==> src/hw/rtl/bth_pkg.sv <==
// -----------------------------------------------------------------------------
// bth_pkg
// shared types and constants of the boundary tag heap allocator
// -----------------------------------------------------------------------------
package bth_pkg;

   localparam int HEAP_BYTES   = 1024;
   localparam int HEADER_BYTES = 32;
   localparam int TAG_BYTES    = 16;
   localparam int GRAIN        = 16;
   localparam int SLOTS        = HEAP_BYTES / GRAIN;

   localparam logic [6:0]  NIL          = 7'(SLOTS);
   localparam logic [10:0] INIT_PAYLOAD = 11'(HEAP_BYTES - HEADER_BYTES - TAG_BYTES);
   localparam logic [11:0] OVERHEAD     = 12'(HEADER_BYTES + TAG_BYTES);
   localparam logic [6:0]  OVH_SLOTS    = 7'((HEADER_BYTES + TAG_BYTES) / GRAIN);
   localparam logic [12:0] SPLIT_MIN    = 13'(HEADER_BYTES + TAG_BYTES + GRAIN);

   localparam logic       OP_ALLOC = 1'b0;
   localparam logic       OP_FREE  = 1'b1;

   localparam logic [1:0] ST_DONE    = 2'd0;
   localparam logic [1:0] ST_NOFIT   = 2'd1;
   localparam logic [1:0] ST_IGNORED = 2'd2;

   localparam logic [1:0] FIT_FIRST = 2'd0;
   localparam logic [1:0] FIT_BEST  = 2'd1;

   typedef struct packed {
      logic [5:0]  raddr;
      logic        size_we;
      logic [5:0]  size_wa;
      logic        size_wfree;
      logic [10:0] size_wd;
      logic        next_we;
      logic [5:0]  next_wa;
      logic [6:0]  next_wd;
      logic        prev_we;
      logic [5:0]  prev_wa;
      logic [6:0]  prev_wd;
   } bth_mem_req_type;

   typedef struct packed {
      logic        is_free;
      logic [10:0] size;
      logic [6:0]  next;
      logic [6:0]  prev;
   } bth_mem_rsp_type;

endpackage

==> src/hw/rtl/boundary_tag_heap_allocator_core.sv <==
// -----------------------------------------------------------------------------
// boundary_tag_heap_allocator_core
// heap allocator with boundary tags and an ordered explicit free list
// -----------------------------------------------------------------------------
// channel  | dir | handshake               | payload
// req      | in  | req_tvalid / req_tready | tdata request_bytes, release_offset; tuser opcode
// rsp      | out | rsp_tvalid / rsp_tready | tdata status, granted_offset
// csr      | in  | psel / penable / pready | fit_policy at address 0
//
// one item at a time; an allocate walks the free list entries, a free walks the
// blocks from slot zero up to the one released, merges it with free neighbours
// and walks the free list to reach the tail, where the merged block is appended.
// the tag and link memories share a single read address, so each step reads one entry.
// reset is immediate: no clearing pass, slot zero reads as the whole heap.
// a stalled result waits in the output register; the next request is still taken, and its result waits until it leaves.
// -----------------------------------------------------------------------------
module boundary_tag_heap_allocator_core (
   input  logic        clock,
   input  logic        reset,
   input  logic        req_tvalid,
   output logic        req_tready,
   input  logic [23:0] req_tdata,   // request_bytes[10:0], release_offset[20:11], zeros
   input  logic [0:0]  req_tuser,   // opcode[0]
   output logic        rsp_tvalid,
   input  logic        rsp_tready,
   output logic [15:0] rsp_tdata,   // status[1:0], granted_offset[11:2], zeros
   input  logic        csr_psel,
   input  logic        csr_penable,
   input  logic        csr_pwrite,
   input  logic [2:0]  csr_paddr,
   input  logic [31:0] csr_pwdata,
   output logic [31:0] csr_prdata,
   output logic        csr_pready
);
   import bth_pkg::*;

   localparam logic [3:0] S_IDLE     = 4'd0;
   localparam logic [3:0] S_A_WALK   = 4'd1;
   localparam logic [3:0] S_A_PICK   = 4'd2;
   localparam logic [3:0] S_A_W1     = 4'd3;
   localparam logic [3:0] S_A_W2     = 4'd4;
   localparam logic [3:0] S_F_WALK   = 4'd5;
   localparam logic [3:0] S_F_RDATA  = 4'd6;
   localparam logic [3:0] S_F_DEC    = 4'd7;
   localparam logic [3:0] S_R_RD     = 4'd8;
   localparam logic [3:0] S_R_WR     = 4'd9;
   localparam logic [3:0] S_AP_START = 4'd10;
   localparam logic [3:0] S_AP_WALK  = 4'd11;
   localparam logic [3:0] S_AP_FIN   = 4'd12;
   localparam logic [3:0] S_OUT      = 4'd13;

   bth_mem_req_type mem_req;
   bth_mem_rsp_type mem_rsp;

   bth_store u_store (
      .clock   (clock),
      .reset   (reset),
      .mem_req (mem_req),
      .mem_rsp (mem_rsp)
   );

   logic [3:0]  state_ff, state_in;
   logic [6:0]  head_ff, head_in;
   logic [1:0]  policy_ff, policy_in;
   logic [6:0]  cur_ff, cur_in;
   logic [11:0] need_ff, need_in;
   logic [6:0]  pick_ff, pick_in;
   logic [10:0] pick_size_ff, pick_size_in;
   logic [6:0]  pick_next_ff, pick_next_in;
   logic [6:0]  pick_prev_ff, pick_prev_in;
   logic        found_ff, found_in;
   logic [5:0]  t_ff, t_in;
   logic [10:0] t_size_ff, t_size_in;
   logic [6:0]  left_ff, left_in;
   logic        left_free_ff, left_free_in;
   logic [10:0] left_size_ff, left_size_in;
   logic [6:0]  right_ff, right_in;
   logic        right_free_ff, right_free_in;
   logic [10:0] right_size_ff, right_size_in;
   logic [6:0]  rem_ff, rem_in;
   logic        pend_r_ff, pend_r_in;
   logic [5:0]  start_ff, start_in;
   logic [1:0]  res_status_ff, res_status_in;
   logic [9:0]  res_offset_ff, res_offset_in;
   logic        rsp_valid_ff, rsp_valid_in;
   logic [1:0]  rsp_status_ff, rsp_status_in;
   logic [9:0]  rsp_offset_ff, rsp_offset_in;

   logic        req_fire;
   logic        csr_write;
   logic [10:0] req_bytes;
   logic [9:0]  rel_off;
   logic [9:0]  rel_rel;
   logic        fits;
   logic        better;
   logic [7:0]  split_slot;
   logic        do_split;
   logic [12:0] fit_floor;
   logic [10:0] rest;
   logic [6:0]  next_phys;
   logic        lf;
   logic        rf;
   logic [11:0] merged;

   assign req_tready = (state_ff == S_IDLE);
   assign req_fire   = req_tvalid && req_tready;
   assign req_bytes  = req_tdata[10:0];
   assign rel_off    = req_tdata[20:11];
   assign rel_rel    = rel_off - 10'(HEADER_BYTES);

   assign csr_pready = 1'b1;
   assign csr_write  = csr_psel && csr_penable && csr_pwrite && csr_pready;
   assign csr_prdata = (csr_paddr[2] == 1'b0) ? {30'd0, policy_ff} : 32'd0;

   assign rsp_tvalid = rsp_valid_ff;
   assign rsp_tdata  = {4'd0, rsp_offset_ff, rsp_status_ff};

   assign fits   = {1'b0, mem_rsp.size} >= need_ff;
   assign better = (policy_ff == FIT_BEST) ? (mem_rsp.size < pick_size_ff)
                                           : (mem_rsp.size > pick_size_ff);

   // split point of the chosen block and the leftover payload
   assign fit_floor  = {1'b0, need_ff} + SPLIT_MIN;
   assign split_slot = {1'b0, pick_ff} + {1'b0, OVH_SLOTS} + {1'b0, need_ff[10:4]};
   assign do_split   = ({2'b0, pick_size_ff} >= fit_floor) && (split_slot < {1'b0, NIL});
   assign rest       = 11'({1'b0, pick_size_ff} - need_ff - OVERHEAD);

   assign next_phys = cur_ff + OVH_SLOTS + mem_rsp.size[10:4];

   assign lf = (left_ff < NIL) && left_free_ff;
   assign rf = (right_ff < NIL) && right_free_ff;
   assign merged = {1'b0, t_size_ff}
                 + (lf ? ({1'b0, left_size_ff} + OVERHEAD) : 12'd0)
                 + (rf ? ({1'b0, right_size_ff} + OVERHEAD) : 12'd0);

   always_comb begin
      state_in      = state_ff;
      head_in       = head_ff;
      policy_in     = policy_ff;
      cur_in        = cur_ff;
      need_in       = need_ff;
      pick_in       = pick_ff;
      pick_size_in  = pick_size_ff;
      pick_next_in  = pick_next_ff;
      pick_prev_in  = pick_prev_ff;
      found_in      = found_ff;
      t_in          = t_ff;
      t_size_in     = t_size_ff;
      left_in       = left_ff;
      left_free_in  = left_free_ff;
      left_size_in  = left_size_ff;
      right_in      = right_ff;
      right_free_in = right_free_ff;
      right_size_in = right_size_ff;
      rem_in        = rem_ff;
      pend_r_in     = pend_r_ff;
      start_in      = start_ff;
      res_status_in = res_status_ff;
      res_offset_in = res_offset_ff;
      rsp_valid_in  = rsp_valid_ff;
      rsp_status_in = rsp_status_ff;
      rsp_offset_in = rsp_offset_ff;
      mem_req       = '0;

      if (csr_write && csr_paddr[2] == 1'b0) begin
         policy_in = csr_pwdata[1:0];
      end
      if (rsp_valid_ff && rsp_tready) begin
         rsp_valid_in = 1'b0;
      end

      case (state_ff)
         S_IDLE: begin
            if (req_fire) begin
               res_offset_in = 10'd0;
               res_status_in = ST_DONE;
               if (req_tuser[0] == OP_ALLOC) begin
                  need_in  = ({1'b0, req_bytes} + 12'd15) & 12'hFF0;
                  pick_in  = NIL;
                  found_in = 1'b0;
                  cur_in   = head_ff;
                  mem_req.raddr = head_ff[5:0];
                  state_in = (head_ff < NIL) ? S_A_WALK : S_A_PICK;
               end else if (rel_off < 10'(HEADER_BYTES) || rel_rel[3:0] != 4'd0) begin
                  res_status_in = ST_IGNORED;
                  state_in      = S_OUT;
               end else begin
                  t_in     = rel_rel[9:4];
                  cur_in   = 7'd0;
                  left_in  = NIL;
                  mem_req.raddr = 6'd0;
                  state_in = S_F_WALK;
               end
            end
         end

         S_A_WALK: begin
            if (fits && (policy_ff == FIT_FIRST || !found_ff || better)) begin
               pick_in      = cur_ff;
               pick_size_in = mem_rsp.size;
               pick_next_in = mem_rsp.next;
               pick_prev_in = mem_rsp.prev;
               found_in     = 1'b1;
            end
            if (fits && policy_ff == FIT_FIRST) begin
               state_in = S_A_PICK;
            end else if (mem_rsp.next < NIL) begin
               cur_in        = mem_rsp.next;
               mem_req.raddr = mem_rsp.next[5:0];
            end else begin
               state_in = S_A_PICK;
            end
         end

         S_A_PICK: begin
            if (pick_ff >= NIL) begin
               res_status_in = ST_NOFIT;
               state_in      = S_OUT;
            end else begin
               res_offset_in = 10'({pick_ff[5:0], 4'd0}) + 10'(HEADER_BYTES);
               if (do_split) begin
                  state_in = S_A_W1;
               end else begin
                  // unlink the whole block
                  mem_req.size_we    = 1'b1;
                  mem_req.size_wa    = pick_ff[5:0];
                  mem_req.size_wfree = 1'b0;
                  mem_req.size_wd    = pick_size_ff;
                  if (pick_prev_ff < NIL) begin
                     mem_req.next_we = 1'b1;
                     mem_req.next_wa = pick_prev_ff[5:0];
                     mem_req.next_wd = pick_next_ff;
                  end else begin
                     head_in = pick_next_ff;
                  end
                  if (pick_next_ff < NIL) begin
                     mem_req.prev_we = 1'b1;
                     mem_req.prev_wa = pick_next_ff[5:0];
                     mem_req.prev_wd = pick_prev_ff;
                  end
                  state_in = S_OUT;
               end
            end
         end

         S_A_W1: begin
            mem_req.size_we    = 1'b1;
            mem_req.size_wa    = split_slot[5:0];
            mem_req.size_wfree = 1'b1;
            mem_req.size_wd    = rest;
            mem_req.next_we    = 1'b1;
            mem_req.next_wa    = split_slot[5:0];
            mem_req.next_wd    = pick_next_ff;
            mem_req.prev_we    = 1'b1;
            mem_req.prev_wa    = split_slot[5:0];
            mem_req.prev_wd    = pick_prev_ff;
            state_in           = S_A_W2;
         end

         S_A_W2: begin
            // remainder takes the chosen block's place in the list
            mem_req.size_we    = 1'b1;
            mem_req.size_wa    = pick_ff[5:0];
            mem_req.size_wfree = 1'b0;
            mem_req.size_wd    = need_ff[10:0];
            if (pick_prev_ff < NIL) begin
               mem_req.next_we = 1'b1;
               mem_req.next_wa = pick_prev_ff[5:0];
               mem_req.next_wd = split_slot[6:0];
            end else begin
               head_in = split_slot[6:0];
            end
            if (pick_next_ff < NIL) begin
               mem_req.prev_we = 1'b1;
               mem_req.prev_wa = pick_next_ff[5:0];
               mem_req.prev_wd = split_slot[6:0];
            end
            state_in = S_OUT;
         end

         S_F_WALK: begin
            if (cur_ff[5:0] == t_ff && cur_ff < NIL) begin
               if (mem_rsp.is_free) begin
                  res_status_in = ST_IGNORED;
                  state_in      = S_OUT;
               end else begin
                  t_size_in = mem_rsp.size;
                  right_in  = next_phys;
                  if (next_phys < NIL) begin
                     mem_req.raddr = next_phys[5:0];
                     state_in      = S_F_RDATA;
                  end else begin
                     right_in      = NIL;
                     state_in      = S_F_DEC;
                  end
               end
            end else begin
               left_in      = cur_ff;
               left_free_in = mem_rsp.is_free;
               left_size_in = mem_rsp.size;
               cur_in       = next_phys;
               if (next_phys < NIL) begin
                  mem_req.raddr = next_phys[5:0];
               end else begin
                  res_status_in = ST_IGNORED;
                  state_in      = S_OUT;
               end
            end
         end

         S_F_RDATA: begin
            right_free_in = mem_rsp.is_free;
            right_size_in = mem_rsp.size;
            state_in      = S_F_DEC;
         end

         S_F_DEC: begin
            start_in           = lf ? left_ff[5:0] : t_ff;
            mem_req.size_we    = 1'b1;
            mem_req.size_wa    = lf ? left_ff[5:0] : t_ff;
            mem_req.size_wfree = 1'b1;
            mem_req.size_wd    = merged[10:0];
            if (lf) begin
               rem_in    = left_ff;
               pend_r_in = rf;
               state_in  = S_R_RD;
            end else if (rf) begin
               rem_in    = right_ff;
               pend_r_in = 1'b0;
               state_in  = S_R_RD;
            end else begin
               state_in  = S_AP_START;
            end
         end

         S_R_RD: begin
            mem_req.raddr = rem_ff[5:0];
            state_in      = S_R_WR;
         end

         S_R_WR: begin
            if (mem_rsp.prev < NIL) begin
               mem_req.next_we = 1'b1;
               mem_req.next_wa = mem_rsp.prev[5:0];
               mem_req.next_wd = mem_rsp.next;
            end else begin
               head_in = mem_rsp.next;
            end
            if (mem_rsp.next < NIL) begin
               mem_req.prev_we = 1'b1;
               mem_req.prev_wa = mem_rsp.next[5:0];
               mem_req.prev_wd = mem_rsp.prev;
            end
            if (pend_r_ff) begin
               rem_in    = right_ff;
               pend_r_in = 1'b0;
               state_in  = S_R_RD;
            end else begin
               state_in  = S_AP_START;
            end
         end

         S_AP_START: begin
            if (head_ff < NIL) begin
               cur_in        = head_ff;
               mem_req.raddr = head_ff[5:0];
               state_in      = S_AP_WALK;
            end else begin
               head_in         = {1'b0, start_ff};
               mem_req.next_we = 1'b1;
               mem_req.next_wa = start_ff;
               mem_req.next_wd = NIL;
               mem_req.prev_we = 1'b1;
               mem_req.prev_wa = start_ff;
               mem_req.prev_wd = NIL;
               state_in        = S_OUT;
            end
         end

         S_AP_WALK: begin
            if (mem_rsp.next < NIL) begin
               cur_in        = mem_rsp.next;
               mem_req.raddr = mem_rsp.next[5:0];
            end else begin
               mem_req.next_we = 1'b1;
               mem_req.next_wa = cur_ff[5:0];
               mem_req.next_wd = {1'b0, start_ff};
               mem_req.prev_we = 1'b1;
               mem_req.prev_wa = start_ff;
               mem_req.prev_wd = cur_ff;
               state_in        = S_AP_FIN;
            end
         end

         S_AP_FIN: begin
            mem_req.next_we = 1'b1;
            mem_req.next_wa = start_ff;
            mem_req.next_wd = NIL;
            state_in        = S_OUT;
         end

         S_OUT: begin
            if (!rsp_valid_ff || rsp_tready) begin
               rsp_valid_in  = 1'b1;
               rsp_status_in = res_status_ff;
               rsp_offset_in = res_offset_ff;
               state_in      = S_IDLE;
            end
         end

         default: begin
            state_in = S_IDLE;
         end
      endcase
   end

   always_ff @(posedge clock) begin
      if (reset) begin
         state_ff     <= S_IDLE;
         head_ff      <= 7'd0;
         policy_ff    <= FIT_FIRST;
         rsp_valid_ff <= 1'b0;
      end else begin
         state_ff     <= state_in;
         head_ff      <= head_in;
         policy_ff    <= policy_in;
         rsp_valid_ff <= rsp_valid_in;
      end
   end

   always_ff @(posedge clock) begin
      cur_ff        <= cur_in;
      need_ff       <= need_in;
      pick_ff       <= pick_in;
      pick_size_ff  <= pick_size_in;
      pick_next_ff  <= pick_next_in;
      pick_prev_ff  <= pick_prev_in;
      found_ff      <= found_in;
      t_ff          <= t_in;
      t_size_ff     <= t_size_in;
      left_ff       <= left_in;
      left_free_ff  <= left_free_in;
      left_size_ff  <= left_size_in;
      right_ff      <= right_in;
      right_free_ff <= right_free_in;
      right_size_ff <= right_size_in;
      rem_ff        <= rem_in;
      pend_r_ff     <= pend_r_in;
      start_ff      <= start_in;
      res_status_ff <= res_status_in;
      res_offset_ff <= res_offset_in;
      rsp_status_ff <= rsp_status_in;
      rsp_offset_ff <= rsp_offset_in;
   end

endmodule

==> src/hw/rtl/bth_store.sv <==
// -----------------------------------------------------------------------------
// bth_store
// block tag memory and free list link memories, with registered read data
// -----------------------------------------------------------------------------
module bth_store (
   input  logic                     clock,
   input  logic                     reset,
   input  bth_pkg::bth_mem_req_type mem_req,
   output bth_pkg::bth_mem_rsp_type mem_rsp
);
   import bth_pkg::*;

   logic [11:0] tag_mem  [SLOTS];
   logic [6:0]  next_mem [SLOTS];
   logic [6:0]  prev_mem [SLOTS];

   logic [11:0] tag_q_ff;
   logic [6:0]  next_q_ff;
   logic [6:0]  prev_q_ff;
   logic [5:0]  raddr_ff;
   logic        slot0_written_ff;
   logic        slot0_written_in;

   always_ff @(posedge clock) begin
      if (mem_req.size_we) begin
         tag_mem[mem_req.size_wa] <= {mem_req.size_wfree, mem_req.size_wd};
      end
      if (mem_req.next_we) begin
         next_mem[mem_req.next_wa] <= mem_req.next_wd;
      end
      if (mem_req.prev_we) begin
         prev_mem[mem_req.prev_wa] <= mem_req.prev_wd;
      end
      tag_q_ff  <= tag_mem[mem_req.raddr];
      next_q_ff <= next_mem[mem_req.raddr];
      prev_q_ff <= prev_mem[mem_req.raddr];
      raddr_ff  <= mem_req.raddr;
   end

   // slot zero reads as the whole heap until its first write
   assign slot0_written_in = slot0_written_ff | (mem_req.size_we && mem_req.size_wa == 6'd0);

   always_ff @(posedge clock) begin
      if (reset) begin
         slot0_written_ff <= 1'b0;
      end else begin
         slot0_written_ff <= slot0_written_in;
      end
   end

   always_comb begin
      if (raddr_ff == 6'd0 && !slot0_written_ff) begin
         mem_rsp.is_free = 1'b1;
         mem_rsp.size    = INIT_PAYLOAD;
         mem_rsp.next    = NIL;
         mem_rsp.prev    = NIL;
      end else begin
         mem_rsp.is_free = tag_q_ff[11];
         mem_rsp.size    = tag_q_ff[10:0];
         mem_rsp.next    = next_q_ff;
         mem_rsp.prev    = prev_q_ff;
      end
   end

endmodule

==> config.mk <==
export PLATFORM = sky130hd
export DESIGN_NAME = boundary_tag_heap_allocator_core
export DESIGN_NICKNAME = d
export VERILOG_FILES = /design/src/hw/rtl/bth_pkg.sv /design/src/hw/rtl/boundary_tag_heap_allocator_core.sv /design/src/hw/rtl/bth_store.sv
export SDC_FILE = /design/constraint.sdc
export NUM_CORES = 2
export LEC_CHECK = 0
export BUFFER_PORTS_ARGS = -buffer_cell sky130_fd_sc_hd__buf_2
export CORE_UTILIZATION = 35
export CTS_CLUSTER_SIZE = 24
export DETAILED_ROUTE_END_ITERATION = 8
export REMOVE_ABC_BUFFERS = 1
export SLEW_MARGIN = 20
export SYNTH_ARGS = -nofsm -noshare
export SYNTH_HDL_FRONTEND = slang
export SYNTH_SLANG_ARGS = --single-unit
==> constraint.sdc <==
create_clock -name clock -period 11 [get_ports clock]
set_clock_uncertainty 0.2 [all_clocks]
set_input_delay 0.55 -clock clock [delete_from_list [all_inputs] [get_ports clock]]
set_output_delay 0.55 -clock clock [all_outputs]
set_load 0.02 [all_outputs]
### Word-level counts from Yosys, hierarchy flattened

Memory sizes are Yosys's and may differ from the RTL's. A register that Yosys moved wholly into a read port is not among the register bits.
Index checks and enable logic that the tools add are counted.

* input port bits: 67
* memories kept: 3
* flip-flop bits (word level): 161
* output and inout bits: 51
* word-level logic and storage cells: 255
* memory bits (writable): 1664

* add/sub/neg operators: 14
* equal/unequal tests: 38
* bitwise logic cells: 6
* multiplexer cells: 102
* $lt $le $gt $ge: 16
* reduce and logical (&&, ||, !) cells: 48

Memory list
* u_store.tag_mem: words 64, width 12, rd ports 1, clocked after Yosys merged registers in 1, wr ports 1, RTL line bth_store.sv:13 `logic [11:0] tag_mem [SLOTS];`
* u_store.next_mem: words 64, width 7, rd ports 1, clocked after Yosys merged registers in 1, wr ports 1, RTL line bth_store.sv:14 `logic [6:0] next_mem [SLOTS];`
* u_store.prev_mem: words 64, width 7, rd ports 1, clocked after Yosys merged registers in 1, wr ports 1, RTL line bth_store.sv:15 `logic [6:0] prev_mem [SLOTS];`

Operators by type and width (number)
* 7-bit two-way mux: 20
* 14-bit one-hot mux with 7 select lines: 1
* 47-bit two-way mux: 2
* 14-bit two-way mux: 6
* 14-bit one-hot mux with 6 select lines: 1
* 19-bit one-hot mux with 4 select lines: 1
* 6-bit two-way mux: 12
* 7-bit less-than comparator, second input constant: 9
* 28-bit two-way mux: 2
* 4-bit two-way mux: 13
* 4-bit one-hot mux with 13 select lines: 1
* 6-bit one-hot mux with 6 select lines: 1
* 7-bit one-hot mux with 5 select lines: 1
* 2-bit != test, second input constant: 16
* 7-bit one-hot mux with 2 select lines: 2
* 7-bit one-hot mux with 4 select lines: 1
* 26-bit two-way mux: 1
* 4-bit equality test, second input constant: 6
* 11-bit adder: 2
* 11-bit by 6-bit adder with 11-bit output, second input constant: 2
* 11-bit two-way mux: 2
* 2-bit two-way mux: 11
* 10-bit two-way mux: 2
* 10-bit one-hot mux with 2 select lines: 1
* other kinds (48): 108

### Depth between registers and ports, before layout

* depth after elaboration: 10
* depth in mapped cells: 25

### Modules after synthesis

A second synthesis with hierarchy kept.

* cell total of the unflattened synthesis: 4236
* area total of the unflattened synthesis: 76210.6 sq um

Modules (own cells, without submodules)
* bth_store: times used 1, cells each 3215, area an instance 66018.3 sq um, sequential area each 50628.6 sq um
* boundary_tag_heap_allocator_core: times used 1, cells each 1021, area an instance 10192.3 sq um, sequential area each 4244.1 sq um

### Worst setup path after synthesis

OpenSTA, ideal clock, no wires.

* path type: flip-flop to flip-flop
* start point: register left_ff[6]
* end point: memory u_store.tag_mem[0][10], data pin
* data arrival time: 5.421 ns
* slack: 4.678 ns
* stages on the path, launching flop included: 15
* library setup time: 0.702 ns
* required time: 10.098 ns
* path buffers: 1
* cell sequence: edfxtp_1 nor2b_1 clkbuf_1 and2_1 fa_1 ha_1 a21o_1 a21oi_1 o21bai_1 a21oi_1 o21bai_1 a21oi_1 o21ai_0 xnor2_1 o21ai_0

RTL lines
* start, declared: RTL line boundary_tag_heap_allocator_core.sv:74 `logic [6:0] left_ff, left_in;`
* start signal, assigned: RTL line boundary_tag_heap_allocator_core.sv:441 `left_ff <= left_in;`
* end, declared: RTL line bth_store.sv:13

==> metrics.yaml <==
combPwrFrac_pct: 32.2
final_nets: 6175
grt_pass1_vias: 46427
clockPowerShare_pct: 28.2
drt_wl_total_um: 215600
status: "completed"
fp.dieH_um: 469.7
p_leak_nw: 30.19
ys.flop_type: "edfxtp_1"
port-buffer-count: 43
synth_seq_area_share_pct: 71.68
final_common_cell: "edfxtp_1"
die_w_um: 469.7
synthAdderAreaFrac_pct: 1.608
synth_seq_cells: 1843
clock_latency_ns: 0.83
drc: 0
die-area_sq_um: 220600
gp_congestion: 0.8951
synth_area_sq_um: 76550
r2r_cells: 19
drt_iter0_drc: 6177
synth_top_family_by_area: "simple AND/OR/NAND/NOR gates"
power.density_nw_per_um2: 255.3
synthCells: 5954
max_slew_margin_pct: 15.76
n_fill_cell: 20093
synthArstFlopShare_pct: 0
cp-end-kind: "flop"
drtPass1Iterations: 9
clock_sinks: 1843
drive_above_1_share_pct: 8.854
synth_edf_count: 1796
cts-buffers-inserted: 177
cts.htree.levels: 4
critPathRequiredTime_ns: 11.50
worstSetupPathType: "reg2reg"
start_kind: "flop"
place_ws_ns: 3.331
grt_pass1_wl_um: 313500
regToRegEndpoint: "u_store.tag_q_ff[0]$_DFF_P_"
hold_class: "in2reg"
clk_path_buf_depth: 3
period_share_pct: 68.10
dp.cells: 8670
synth_compound_area_share_pct: 5.768
holdPathEnd: "need_ff[4]$_DFFE_PP_"
p_sw_share_pct: 36.88
antenna_left: 0
seq_power_share_pct: 39.7
critPathArrivalTime_ns: 7.99
fin_ws_ns: 3.509
antenna_found_initial: 8
stdcell_count: 9024
clk_pin_slew_worst_paths_ns: 0.07
cts_root_buf: "clkbuf_16"
rsz0062_at_grt: "false"
slew_viol_final: 0
report.power.total_mw: 22.04
mostFrequentLayoutCells: "edfxtp_1, nand2_1, nand3_1, nor2_1, clkbuf_16"
synth.area.mux_share_pct: 1.958
area_growth_pct: 12.77
syn_avg_cell_area_sq_um: 12.86
p_sw_mw: 8.126
start_util_pct: 35.25
hp-start: "req_tdata[4]"
ff2ff_setup_slack_ns: 3.51
internal_power_mw: 13.91
synthSimpleGateAreaFrac_pct: 15.49
min_period_ns: 7.491
overflow: 0
vias: 49161
ctsResizeCount: 0
fp.coreArea_sq_um: 217200
drv_cap: 0
max_freq_ghz: 0.1335
dp_hpwl_um: 128200
synth_warnings: 0
grt_max_degree: 151
final_hold_viol_count: 0
rows: 171
tritoncts: "done"
vias_per_cell: 5.448
track_usage_pct: 18.99
path_max_fanout: 148
peakVddDrop_mv: 0.2304
synth_xor_area_share_pct: 0.7339
worst_pin_slew_ns: 1.256
io_pins: 118
setup_viol: 0
min_path_cells: 3
rr_startpoint: "u_store.raddr_ff[2]$_DFF_P_"
route.detailed.wl_per_inst_um: 23.89
synth.distinct_cells: 80
how the worst max path moves through the flow:
stage                                      from                     endpoint  depth (start not counted)
finish              u_store.raddr_ff[2]$_DFF_P_  u_store.tag_q_ff[0]$_DFF_P_                         19
CTS                 u_store.raddr_ff[2]$_DFF_P_  u_store.tag_q_ff[0]$_DFF_P_                         18
global placement    u_store.raddr_ff[2]$_DFF_P_  u_store.tag_q_ff[0]$_DFF_P_                         18
detailed placement  u_store.raddr_ff[2]$_DFF_P_  u_store.tag_q_ff[0]$_DFF_P_                         18
floorplan           u_store.raddr_ff[2]$_DFF_P_  u_store.tag_q_ff[9]$_DFF_P_                         17
global route        u_store.raddr_ff[2]$_DFF_P_  u_store.tag_q_ff[1]$_DFF_P_                         18
logic make-up after synthesis:
kind of cell	count (synthesis)
buf+inv	464
mux	149
compound gates	621
flops	1843
simple gates	2723
other cells	2
fa+ha+maj	90
xor+xnor	62
timing repair:
action | CTS | global route
hold buffers | 23 | 0
hold endpoints to repair | 26 | 0
setup buffers | 0 | 0
stage by stage:
stage	TNS, ns	util (%)	area [sq um]	hold WS (ns)
CTS	0	39.73	86290	0.008670
global route	0	39.75	86320	0.03921
global placement	0	36.91	80160	0.2039
finish	0	39.75	86320	0.05785
detailed placement	0	36.92	80180	0.2045
floorplan	-666.53	-	74930	0.2003
power by group through the flow:
stage / registers, mW / logic, mW / clock network (mW)
after global routing: 8.75 / 7.57 / 6.54
after floorplan: 8.79 / 5.01 / 0
after global placement: 8.87 / 6.92 / 0
after CTS: 8.72 / 7.05 / 6.29
after detailed placement: 8.87 / 7.01 / 0
final: 8.74 / 7.09 / 6.21
routing by layer:
metal / vias to the layer above / track usage, % / wire, um / share of wire, %
met5: - / 0 / 11 / 0.0051
met4: 2 / 6.611 / 6989 / 3.2
met3: 371 / 2.837 / 16590 / 7.7
met2: 2083 / 30.55 / 101700 / 47
met1: 24693 / 26.12 / 90340 / 42
li1: 22012 / - / - / -
worst max-delay path, stage by stage (launching register included):
cell and delay, ns:
dfxtp_1 0.32, nor4_2 0.39, nand2_1 0.37, nand2b_1 0.53
ha_1 0.35, ha_1 0.30, a211oi_1 0.22, o21bai_1 0.12
a21oi_1 0.36, xnor2_4 0.19, inv_2 0.25, o211a_4 0.73
inv_8 0.44, buf_12 0.38, nand2_1 0.22, a32o_1 0.20
nor3_1 0.11, a31oi_1 0.49, o311ai_1 0.44, or3_1 0.45
synth_stat cells (18+ instances only):
| library cell | instances | area (sq um) |
|---|---|---|
| a21oi_1 | 171 | 855.8 |
| a222oi_1 | 20 | 200.2 |
| a22oi_1 | 18 | 135.1 |
| a31oi_1 | 76 | 475.5 |
| a32o_1 | 19 | 190.2 |
| a32oi_1 | 96 | 840.8 |
| and2_1 | 32 | 200.2 |
| and3_1 | 56 | 350.3 |
| buf_1 | 36 | 135.1 |
| buf_2 | 153 | 765.7 |
| buf_4 | 44 | 330.3 |
| clkbuf_1 | 137 | 514.2 |
| dfxtp_1 | 47 | 940.9 |
| edfxtp_1 | 1796 | 53930 |
| ha_1 | 76 | 950.9 |
| inv_1 | 89 | 334.1 |
| mux2i_1 | 143 | 1431 |
| nand2_1 | 1521 | 5709 |
| nand2b_1 | 21 | 131.4 |
| nand3_1 | 540 | 2703 |
| nand4_1 | 116 | 725.7 |
| nor2_1 | 288 | 1081 |
| nor2b_1 | 20 | 125.1 |
| nor3_1 | 34 | 170.2 |
| nor4_1 | 19 | 118.9 |
| o21ai_0 | 46 | 230.2 |
| o311ai_0 | 19 | 166.4 |
| or3_1 | 36 | 225.2 |
| xnor2_1 | 31 | 271.5 |
| xor2_1 | 30 | 262.8 |
state kept, by name, indices dropped and copies added, names as in the netlist, 7 cells and up:
signal,count
pick_next_ff,7
left_ff,7
right_ff,7
u_store.prev_q_ff,7
u_store.next_mem,448
pick_size_ff,11
cur_ff,7
need_ff,8
u_store.tag_q_ff,12
pick_prev_ff,7
u_store.tag_mem,768
pick_ff,7
left_size_ff,11
t_size_ff,11
u_store.next_q_ff,7
u_store.prev_mem,448
right_size_ff,11
head_ff,7
layout make-up:
type                            count  area (sq um)  area share, %
Sequential cell                  1843         54870          63.57
Multi-Input combinational cell   3684         19980          23.14
Clock buffer                      220          4725          5.473
Tap cell                         2854          3571          4.137
Timing Repair Buffer              219          1657          1.919
Clock inverter                    108          1151          1.333
Inverter                           93         364.1         0.4218
Antenna cell                        3         7.507       0.008697
Power figures use the tool's default switching activity.
